$ cat config.mk
export PLATFORM = sky130hd
export DESIGN_NAME = biquad_notch_filter_top
export DESIGN_NICKNAME = d
export VERILOG_FILES = /design/src/hw/rtl/bqn_pkg.sv /design/src/hw/rtl/biquad_notch_filter_top.sv
export SDC_FILE = /design/constraint.sdc
export NUM_CORES = 2
export LEC_CHECK = 0
export ABC_AREA = 0
export BUFFER_PORTS_ARGS = -buffer_cell sky130_fd_sc_hd__buf_2
export CAP_MARGIN = 20
export CORE_AREA = 2 2 217 219
export CTS_CLUSTER_DIAMETER = 120
export CTS_CLUSTER_SIZE = 12
export DETAILED_ROUTE_END_ITERATION = 16
export DIE_AREA = 0 0 219 221
export GPL_TIMING_DRIVEN = 0
export PLACE_DENSITY = 0.87
export SETUP_SLACK_MARGIN = 0.3
export SKIP_LAST_GASP = 1
export SYNTH_ARGS = -nofsm -noshare
export SYNTH_HDL_FRONTEND = slang
export SYNTH_SLANG_ARGS = --single-unit
$ cat constraint.sdc
create_clock -name clk -period 14.8 [get_ports clk]
set_clock_uncertainty 0.1 [all_clocks]
set_input_delay 4.44 -clock clk [delete_from_list [all_inputs] [get_ports clk]]
set_output_delay 4.44 -clock clk [all_outputs]
set_load 0.01 [all_outputs]
$ cat src/hw/rtl/bqn_pkg.sv
// ----------------------------------------------------------------------------
// Biquad notch filter package
// Shared constants, control word layout and microcode program of the
// transposed direct form II biquad section.
// ----------------------------------------------------------------------------
package bqn_pkg;

    localparam int COEF_W         = 16;
    localparam int DELAY_W        = 40;
    localparam int NUM_COEFS      = 5;
    localparam int COEF_FRAC_BITS = 14;

    // Coefficient select; also the register index on the configuration port.
    typedef enum logic [2:0] {
        COEF_B0 = 3'd0,
        COEF_B1 = 3'd1,
        COEF_B2 = 3'd2,
        COEF_A1 = 3'd3,
        COEF_A2 = 3'd4
    } coef_sel_t;

    typedef enum logic {
        OPND_X,
        OPND_Y
    } opnd_sel_t;

    typedef enum logic [2:0] {
        ACC_HOLD,
        ACC_PROD_D1,
        ACC_PROD_D2,
        ACC_SUB_PROD,
        ACC_PROD
    } acc_op_t;

    // Delay one saturates the accumulator, delay two saturates acc - product.
    typedef enum logic [1:0] {
        DLY_HOLD,
        DLY_SAT,
        DLY_CLEAR
    } dly_op_t;

    typedef enum logic [1:0] {
        SEQ_NEXT,
        SEQ_FETCH,
        SEQ_PUSH,
        SEQ_RET
    } seq_op_t;

    typedef logic [3:0] step_t;

    localparam step_t STEP_IDLE   = 4'd0;
    localparam step_t STEP_MUL_B0 = 4'd1;
    localparam step_t STEP_ACC_D1 = 4'd2;
    localparam step_t STEP_ROUND  = 4'd3;
    localparam step_t STEP_MUL_A1 = 4'd4;
    localparam step_t STEP_SUB_A1 = 4'd5;
    localparam step_t STEP_WR_D1  = 4'd6;
    localparam step_t STEP_PUSH   = 4'd7;
    localparam step_t STEP_CLR    = 4'd8;

    typedef struct packed {
        seq_op_t   seq;
        logic      mul_en;
        coef_sel_t coef_sel;
        opnd_sel_t opnd_sel;
        acc_op_t   acc_op;
        logic      y_load;
        dly_op_t   d1_op;
        dly_op_t   d2_op;
        logic      out_push;
    } ctrl_t;

    function automatic ctrl_t ucode_rom(step_t step);
        ctrl_t w;
        w.seq      = SEQ_NEXT;
        w.mul_en   = 1'b0;
        w.coef_sel = COEF_B0;
        w.opnd_sel = OPND_X;
        w.acc_op   = ACC_HOLD;
        w.y_load   = 1'b0;
        w.d1_op    = DLY_HOLD;
        w.d2_op    = DLY_HOLD;
        w.out_push = 1'b0;
        unique case (step)
            STEP_IDLE:
            begin
                w.seq = SEQ_FETCH;
            end
            STEP_MUL_B0:
            begin
                w.mul_en = 1'b1;
            end
            STEP_ACC_D1:
            begin
                w.acc_op   = ACC_PROD_D1;
                w.mul_en   = 1'b1;
                w.coef_sel = COEF_B1;
            end
            STEP_ROUND:
            begin
                w.y_load = 1'b1;
                w.acc_op = ACC_PROD_D2;
            end
            STEP_MUL_A1:
            begin
                w.mul_en   = 1'b1;
                w.coef_sel = COEF_A1;
                w.opnd_sel = OPND_Y;
            end
            STEP_SUB_A1:
            begin
                w.acc_op   = ACC_SUB_PROD;
                w.mul_en   = 1'b1;
                w.coef_sel = COEF_B2;
            end
            STEP_WR_D1:
            begin
                w.d1_op    = DLY_SAT;
                w.acc_op   = ACC_PROD;
                w.mul_en   = 1'b1;
                w.coef_sel = COEF_A2;
                w.opnd_sel = OPND_Y;
            end
            STEP_PUSH:
            begin
                w.d2_op    = DLY_SAT;
                w.out_push = 1'b1;
                w.seq      = SEQ_PUSH;
            end
            STEP_CLR:
            begin
                w.d1_op = DLY_CLEAR;
                w.d2_op = DLY_CLEAR;
                w.seq   = SEQ_RET;
            end
            default:
            begin
                w.seq = SEQ_RET;
            end
        endcase
        return w;
    endfunction

endpackage

$ cat src/hw/rtl/biquad_notch_filter_top.sv
// ----------------------------------------------------------------------------
// Biquad notch filter
// Second-order IIR section, transposed direct form II, with Q2.14
// coefficients on an APB-style port and 40-bit Q.14 delay states.
// ----------------------------------------------------------------------------
// A filter transfer runs from acceptance through seven microcode steps to a
// result in the output register, and the next sample is accepted only once the
// program has returned to idle; the steps are paced by the single shared
// coefficient-by-sample multiplier that forms all five products in turn.
// A clear transfer (tuser high) zeroes both delay states and returns nothing. The last
// step holds while a previous result has not been taken on the master side.
// s_tuser carries the command bit; tdata carries samples, zero-padded.
module biquad_notch_filter_top
    import bqn_pkg::*;
#(
    parameter int SAMPLE_WIDTH = 16
)
(
    input  logic                                   clk,
    input  logic                                   rst_n,
    input  logic                                   s_tvalid,
    output logic                                   s_tready,
    input  logic [((SAMPLE_WIDTH + 7) / 8) * 8 - 1:0] s_tdata,  // sample_in
    input  logic                                   s_tuser,  // command
    output logic                                   m_tvalid,
    input  logic                                   m_tready,
    output logic [((SAMPLE_WIDTH + 7) / 8) * 8 - 1:0] m_tdata,  // sample_out
    input  logic                                   psel,
    input  logic                                   penable,
    input  logic                                   pwrite,
    input  logic [4:0]                             paddr,
    input  logic [31:0]                            pwdata,
    output logic [31:0]                            prdata,
    output logic                                   pready
);

    localparam int TDATA_W = ((SAMPLE_WIDTH + 7) / 8) * 8;
    localparam int PROD_W  = SAMPLE_WIDTH + COEF_W;
    localparam int ACC_W   = ((PROD_W > DELAY_W) ? PROD_W : DELAY_W) + 2;
    localparam logic [ACC_W-1:0] RND_HALF = ACC_W'(1) << (COEF_FRAC_BITS - 1);

    // ------------------------------------------------------------------
    // Configuration registers
    // ------------------------------------------------------------------
    logic [COEF_W-1:0] coef_reg [NUM_COEFS];
    logic [2:0]        cfg_idx;
    logic              cfg_wr;

    assign pready  = 1'b1;
    assign cfg_idx = paddr[4:2];
    assign cfg_wr  = psel && penable && pwrite && (cfg_idx < 3'(NUM_COEFS));

    always_ff @(posedge clk or negedge rst_n)
    begin
        if (!rst_n)
        begin
            coef_reg[COEF_B0] <= 16'sd16384;
            coef_reg[COEF_B1] <= '0;
            coef_reg[COEF_B2] <= '0;
            coef_reg[COEF_A1] <= '0;
            coef_reg[COEF_A2] <= '0;
        end
        else if (cfg_wr)
        begin
            coef_reg[cfg_idx] <= pwdata[COEF_W-1:0];
        end
    end

    always_comb
    begin
        unique case (cfg_idx)
            COEF_B0: prdata = 32'(coef_reg[COEF_B0]);
            COEF_B1: prdata = 32'(coef_reg[COEF_B1]);
            COEF_B2: prdata = 32'(coef_reg[COEF_B2]);
            COEF_A1: prdata = 32'(coef_reg[COEF_A1]);
            COEF_A2: prdata = 32'(coef_reg[COEF_A2]);
            default: prdata = '0;
        endcase
    end

    // ------------------------------------------------------------------
    // Sequencer
    // ------------------------------------------------------------------
    step_t step_reg;
    step_t step_next;
    ctrl_t ctrl;
    logic  out_free;
    logic  step_go;

    assign ctrl     = ucode_rom(step_reg);
    assign out_free = !m_tvalid || m_tready;
    assign s_tready = (ctrl.seq == SEQ_FETCH);

    always_comb
    begin
        unique case (ctrl.seq)
            SEQ_FETCH: step_go = s_tvalid;
            SEQ_PUSH:  step_go = out_free;
            default:   step_go = 1'b1;
        endcase
    end

    always_comb
    begin
        unique case (ctrl.seq)
            SEQ_FETCH: step_next = !s_tvalid ? step_reg : (s_tuser ? STEP_CLR : STEP_MUL_B0);
            SEQ_NEXT:  step_next = step_reg + 4'd1;
            SEQ_PUSH:  step_next = step_go ? STEP_IDLE : step_reg;
            default:   step_next = STEP_IDLE;
        endcase
    end

    always_ff @(posedge clk or negedge rst_n)
    begin
        if (!rst_n)
        begin
            step_reg <= STEP_IDLE;
        end
        else
        begin
            step_reg <= step_next;
        end
    end

    // ------------------------------------------------------------------
    // Datapath
    // ------------------------------------------------------------------
    logic signed [SAMPLE_WIDTH-1:0] x_reg;
    logic signed [SAMPLE_WIDTH-1:0] y_reg;
    logic signed [SAMPLE_WIDTH-1:0] y_next;
    logic signed [COEF_W-1:0]       coef_val;
    logic signed [SAMPLE_WIDTH-1:0] opnd_val;
    logic signed [PROD_W-1:0]       prod_reg;
    logic signed [PROD_W-1:0]       prod_next;
    logic signed [ACC_W-1:0]        acc_reg;
    logic signed [ACC_W-1:0]        acc_next;
    logic signed [ACC_W-1:0]        prod_ext;
    logic signed [ACC_W-1:0]        d1_ext;
    logic signed [ACC_W-1:0]        d2_ext;
    logic signed [ACC_W-1:0]        rnd_sum;
    logic signed [ACC_W-1:0]        rnd_shift;
    logic signed [ACC_W-1:0]        d2_diff;
    logic signed [DELAY_W-1:0]      d1_reg;
    logic signed [DELAY_W-1:0]      d1_next;
    logic signed [DELAY_W-1:0]      d2_reg;
    logic signed [DELAY_W-1:0]      d2_next;
    logic signed [DELAY_W-1:0]      d1_sat;
    logic signed [DELAY_W-1:0]      d2_sat;
    logic                           m_valid_reg;
    logic                           m_valid_next;
    logic [SAMPLE_WIDTH-1:0]        m_data_reg;

    always_comb
    begin
        unique case (ctrl.coef_sel)
            COEF_B0: coef_val = coef_reg[COEF_B0];
            COEF_B1: coef_val = coef_reg[COEF_B1];
            COEF_B2: coef_val = coef_reg[COEF_B2];
            COEF_A1: coef_val = coef_reg[COEF_A1];
            COEF_A2: coef_val = coef_reg[COEF_A2];
            default: coef_val = '0;
        endcase
    end

    assign opnd_val  = (ctrl.opnd_sel == OPND_Y) ? y_reg : x_reg;
    assign prod_next = coef_val * opnd_val;

    assign prod_ext = {{(ACC_W - PROD_W){prod_reg[PROD_W-1]}}, prod_reg};
    assign d1_ext   = {{(ACC_W - DELAY_W){d1_reg[DELAY_W-1]}}, d1_reg};
    assign d2_ext   = {{(ACC_W - DELAY_W){d2_reg[DELAY_W-1]}}, d2_reg};

    always_comb
    begin
        unique case (ctrl.acc_op)
            ACC_PROD_D1:  acc_next = prod_ext + d1_ext;
            ACC_PROD_D2:  acc_next = prod_ext + d2_ext;
            ACC_SUB_PROD: acc_next = acc_reg - prod_ext;
            ACC_PROD:     acc_next = prod_ext;
            default:      acc_next = acc_reg;
        endcase
    end

    // Round half up, then saturate to the sample range.
    assign rnd_sum   = acc_reg + $signed(RND_HALF);
    assign rnd_shift = rnd_sum >>> COEF_FRAC_BITS;

    always_comb
    begin
        if ((&rnd_shift[ACC_W-1:SAMPLE_WIDTH-1]) || !(|rnd_shift[ACC_W-1:SAMPLE_WIDTH-1]))
        begin
            y_next = rnd_shift[SAMPLE_WIDTH-1:0];
        end
        else
        begin
            y_next = {rnd_shift[ACC_W-1], {(SAMPLE_WIDTH - 1){~rnd_shift[ACC_W-1]}}};
        end
    end

    // Saturate the delay updates to 40 bits.
    assign d2_diff = acc_reg - prod_ext;

    always_comb
    begin
        if ((&acc_reg[ACC_W-1:DELAY_W-1]) || !(|acc_reg[ACC_W-1:DELAY_W-1]))
        begin
            d1_sat = acc_reg[DELAY_W-1:0];
        end
        else
        begin
            d1_sat = {acc_reg[ACC_W-1], {(DELAY_W - 1){~acc_reg[ACC_W-1]}}};
        end
        if ((&d2_diff[ACC_W-1:DELAY_W-1]) || !(|d2_diff[ACC_W-1:DELAY_W-1]))
        begin
            d2_sat = d2_diff[DELAY_W-1:0];
        end
        else
        begin
            d2_sat = {d2_diff[ACC_W-1], {(DELAY_W - 1){~d2_diff[ACC_W-1]}}};
        end
    end

    always_comb
    begin
        unique case (ctrl.d1_op)
            DLY_SAT:   d1_next = d1_sat;
            DLY_CLEAR: d1_next = '0;
            default:   d1_next = d1_reg;
        endcase
        unique case (ctrl.d2_op)
            DLY_SAT:   d2_next = d2_sat;
            DLY_CLEAR: d2_next = '0;
            default:   d2_next = d2_reg;
        endcase
    end

    always_comb
    begin
        if (ctrl.out_push && step_go)
        begin
            m_valid_next = 1'b1;
        end
        else if (m_tready)
        begin
            m_valid_next = 1'b0;
        end
        else
        begin
            m_valid_next = m_valid_reg;
        end
    end

    always_ff @(posedge clk or negedge rst_n)
    begin
        if (!rst_n)
        begin
            d1_reg      <= '0;
            d2_reg      <= '0;
            m_valid_reg <= 1'b0;
        end
        else
        begin
            m_valid_reg <= m_valid_next;
            if (step_go)
            begin
                d1_reg <= d1_next;
                d2_reg <= d2_next;
            end
        end
    end

    always_ff @(posedge clk)
    begin
        if (s_tvalid && s_tready)
        begin
            x_reg <= s_tdata[SAMPLE_WIDTH-1:0];
        end
        if (ctrl.mul_en)
        begin
            prod_reg <= prod_next;
        end
        if (step_go)
        begin
            acc_reg <= acc_next;
        end
        if (ctrl.y_load)
        begin
            y_reg <= y_next;
        end
        if (ctrl.out_push && step_go)
        begin
            m_data_reg <= y_reg;
        end
    end

    assign m_tvalid = m_valid_reg;
    assign m_tdata  = TDATA_W'(m_data_reg);

    // ------------------------------------------------------------------
    // Assertions
    // ------------------------------------------------------------------
    a_clear_branch: assert property (@(posedge clk) disable iff (!rst_n)
        (s_tvalid && s_tready && s_tuser) |=> (step_reg == STEP_CLR))
        else $error("clear transfer did not branch to the clear step");

    a_filter_branch: assert property (@(posedge clk) disable iff (!rst_n)
        (s_tvalid && s_tready && !s_tuser) |=> (step_reg == STEP_MUL_B0))
        else $error("filter transfer did not start the program");

    a_clear_done: assert property (@(posedge clk) disable iff (!rst_n)
        (step_reg == STEP_CLR) |=> (d1_reg == '0 && d2_reg == '0 && step_reg == STEP_IDLE))
        else $error("clear step left delay state or sequencer wrong");

    a_push_result: assert property (@(posedge clk) disable iff (!rst_n)
        (step_reg == STEP_PUSH && step_go) |=> (m_tvalid && step_reg == STEP_IDLE))
        else $error("result not presented after the last step");

    a_step_range: assert property (@(posedge clk) disable iff (!rst_n)
        (step_reg <= STEP_CLR))
        else $error("step counter left the program");

endmodule
==> results.sh <==
export IMPL_multi_input_area_um2=19840
export IMPL_grt_max_degree=106
export IMPL_drt_iter0_drc=2851
export IMPL_synth_top_cell_area_share_pct=17.85
export IMPL_wl_um=90400
export IMPL_fin_crit_ns=11.30
export IMPL_fmax_ghz=0.08851
export IMPL_critPathKind="input pin to output pin"
export IMPL_finalHoldViolCount=0
export IMPL_start_kind="input pin"
export IMPL_wire_per_inst_um=23.02
export IMPL_fp_dieArea_um2=48400
export IMPL_synth_area_top_cells="fa_1, dfrtp_1, edfxtp_1, ha_1, inv_1"
export IMPL_die_y_um=221
export IMPL_core_area_um2=46060
export IMPL_critPathRequiredTime_ns=10.26
export IMPL_hold_path_class="register to register"
export IMPL_dp_final_hpwl_um=70960
export IMPL_port_buffers=74
export IMPL_drc_errors=0
export IMPL_min_period_over_period_pct=76.34
export IMPL_ys_async_sr_fraction_pct=57.49
export IMPL_area_growth_pct=7.718
export IMPL_numCtsBuffers=27
export IMPL_clk_pin_slew_ns=0.06
export IMPL_cts_resized=0
export IMPL_slew_viol_final=6
export IMPL_crit_path_max_fanout=10
export IMPL_final_nets=3836
export IMPL_postCtsSetupRepairBufs=0
export IMPL_syn_area_um2=29710
export IMPL_viasPerCell=6.553
export IMPL_min_from="y_reg[9]"
export IMPL_max_clock_path_buffers=3
export IMPL_clk_latency_ns=0.60
export IMPL_worst_pin_slew_ns=1.502
export IMPL_ys_ff_latch=287
export IMPL_cts_root_buf="clkbuf_16"
export IMPL_synth_top_area_cell="fa_1"
export IMPL_die_w_um=219
export IMPL_setup_viol_count_final=0
export IMPL_startpoint="paddr[3]"
export IMPL_violations="slew limit"
export IMPL_start_util_pct=64.51
export IMPL_ctsHoldBuffers=0
export IMPL_grt_setup_unrepaired="false"
export IMPL_synthDistinctLibCells=93
export IMPL_yosysWarningCount=0
export IMPL_clock_sinks=287
export IMPL_fillers=3496
export IMPL_place_congestion=1.077
export IMPL_grt_overflow=0
export IMPL_syn_inst=3152
export IMPL_htreeDepth=1
export IMPL_antenna_left=0
export IMPL_critPathArrivalTime_ns=6.76
export IMPL_status="complete, but fails checks"
export IMPL_max_cap_violations=0
export IMPL_drive_above_1_share_pct=9.461
export IMPL_syn_avg_cell_area_um2=9.427
export IMPL_dr_total_vias=25735
export IMPL_synthFlopType="dfrtp_1"
export IMPL_grt_pass1_vias=25950
export IMPL_worstReg2RegStart="step_reg[0]"
export IMPL_synth_enable_flop_cells=122
export IMPL_endpoint_kind="output pin"
export IMPL_ff_latch_area_um2=7794
export IMPL_grt_pass1_wl_um=140600
export IMPL_slew_headroom_pct=-0.1661
export IMPL_fin_setup_tns_ns=0
export IMPL_antenna_found_initial=1
export IMPL_yosysSeqAreaShare_pct=26.23
export IMPL_first_pass_iters=10
export IMPL_cts_tree="built"
export IMPL_ios=112
export IMPL_rows=79
export IMPL_grt_util_all_layers_pct=37.28
export IMPL_largest_reg_flops=80
==> per-layer routing <==
metal | vias up | routed length [um] | track usage [%] | share of wire, %
met1 | 12567 | 33380 | 46.51 | 37
met5 | - | 11 | 0 | 0.012
met2 | 1539 | 41610 | 59.74 | 46
li1 | 11223 | - | - | -
met3 | 404 | 8758 | 7.271 | 9.7
met4 | 2 | 6640 | 23.08 | 7.3
==> final timing paths <==
check / endpoint / slack [ns] / cells past startpoint
worst max-delay path: prdata[12] / 3.50 / 7
worst min register to register: m_tdata[9] / 0.37 / 0
worst max register to register: prod_reg[30] / 4.19 / 30
worst min-delay path: m_tdata[9] / 0.37 / 0
max in group asynchronous: coef_reg[58] / 9.99 / 2
min in group asynchronous: d2_reg[6] / 3.66 / 1
==> critical path: stages <==
cell     delay [ns]
buf_2          0.10
buf_1          0.56
buf_1          0.78
mux2i_1        0.29
o21ai_0        0.11
a221o_1        0.33
buf_2          0.16
==> synthesized netlist by cell type (all sizes together), types with 24 or more instances <==
master  instances
nand2         302
nor3           24
nor2          231
o21a           27
a221oi         29
dfrtp         164
mux2           93
a21o           71
xnor2         103
clkbuf        105
a22oi          26
o21ai         218
mux2i          49
a21oi         141
nand3          41
a211oi         27
fa            265
ha            212
nand2b         29
edfxtp        122
inv           412
a221o          70
xor2           56
nand4          26
buf            34
==> through the flow <==
stage	worst slack [ns]	utilization (%)	cell area, um2	cells	hold slack (ns)
after floorplan	4.376	-	29770	3167	0.3204
after global placement	1.474	67.08	30900	3848	0.3581
after detailed placement	3.618	67.75	31200	3874	0.3428
after CTS	3.580	69.41	31970	3924	0.3689
after global routing	3.441	69.48	32000	3926	0.3835
final	3.502	69.49	32010	3927	0.3697
==> logic make-up after synthesis <==
logic type / count (synthesis) / share of synthesized area [%]
AOI/OAI and AO/OA: 774 / 18.03
other: 2 / 0.02527
buffers and inverters: 551 / 7.420
xor gates and xnor gates: 159 / 4.737
and+or+nand+nor: 760 / 11.60
adders and majority gates: 477 / 26.78
muxes: 142 / 5.175
DFF: 287 / 26.23
==> cell type report <==
cell class,count,share of cell area (%)
tap,607,2.373
clock buffer,49,2.369
clock inverter,1,0.02736
antenna,1,0.007818
multi-input combinational,2329,61.97
buffer,139,2.056
inverter,412,4.832
sequential,287,24.35
timing repair buffer,102,2.013
==> cells in the final DEF (no fill, tap or decap), types with 21 or more instances in the layout <==
master / count
edfxtp_1: 122
nand4_1: 25
ha_1: 212
nor3_1: 21
buf_2: 82
fa_1: 265
inv_1: 412
clkbuf_1: 127
nor2_1: 230
xor2_1: 54
a211oi_1: 24
nand2_1: 302
a21o_1: 71
buf_4: 33
clkbuf_16: 27
mux2_2: 93
o21a_1: 27
nand3_1: 41
a221o_1: 70
nand2b_1: 29
dfrtp_1: 164
a221oi_1: 23
a21oi_1: 138
o21ai_0: 210
xnor2_1: 103
a22oi_1: 26
mux2i_1: 49
Power is not shown: default switching activity piles up to over one toggle a cycle in this logic, so the estimate is an artifact.
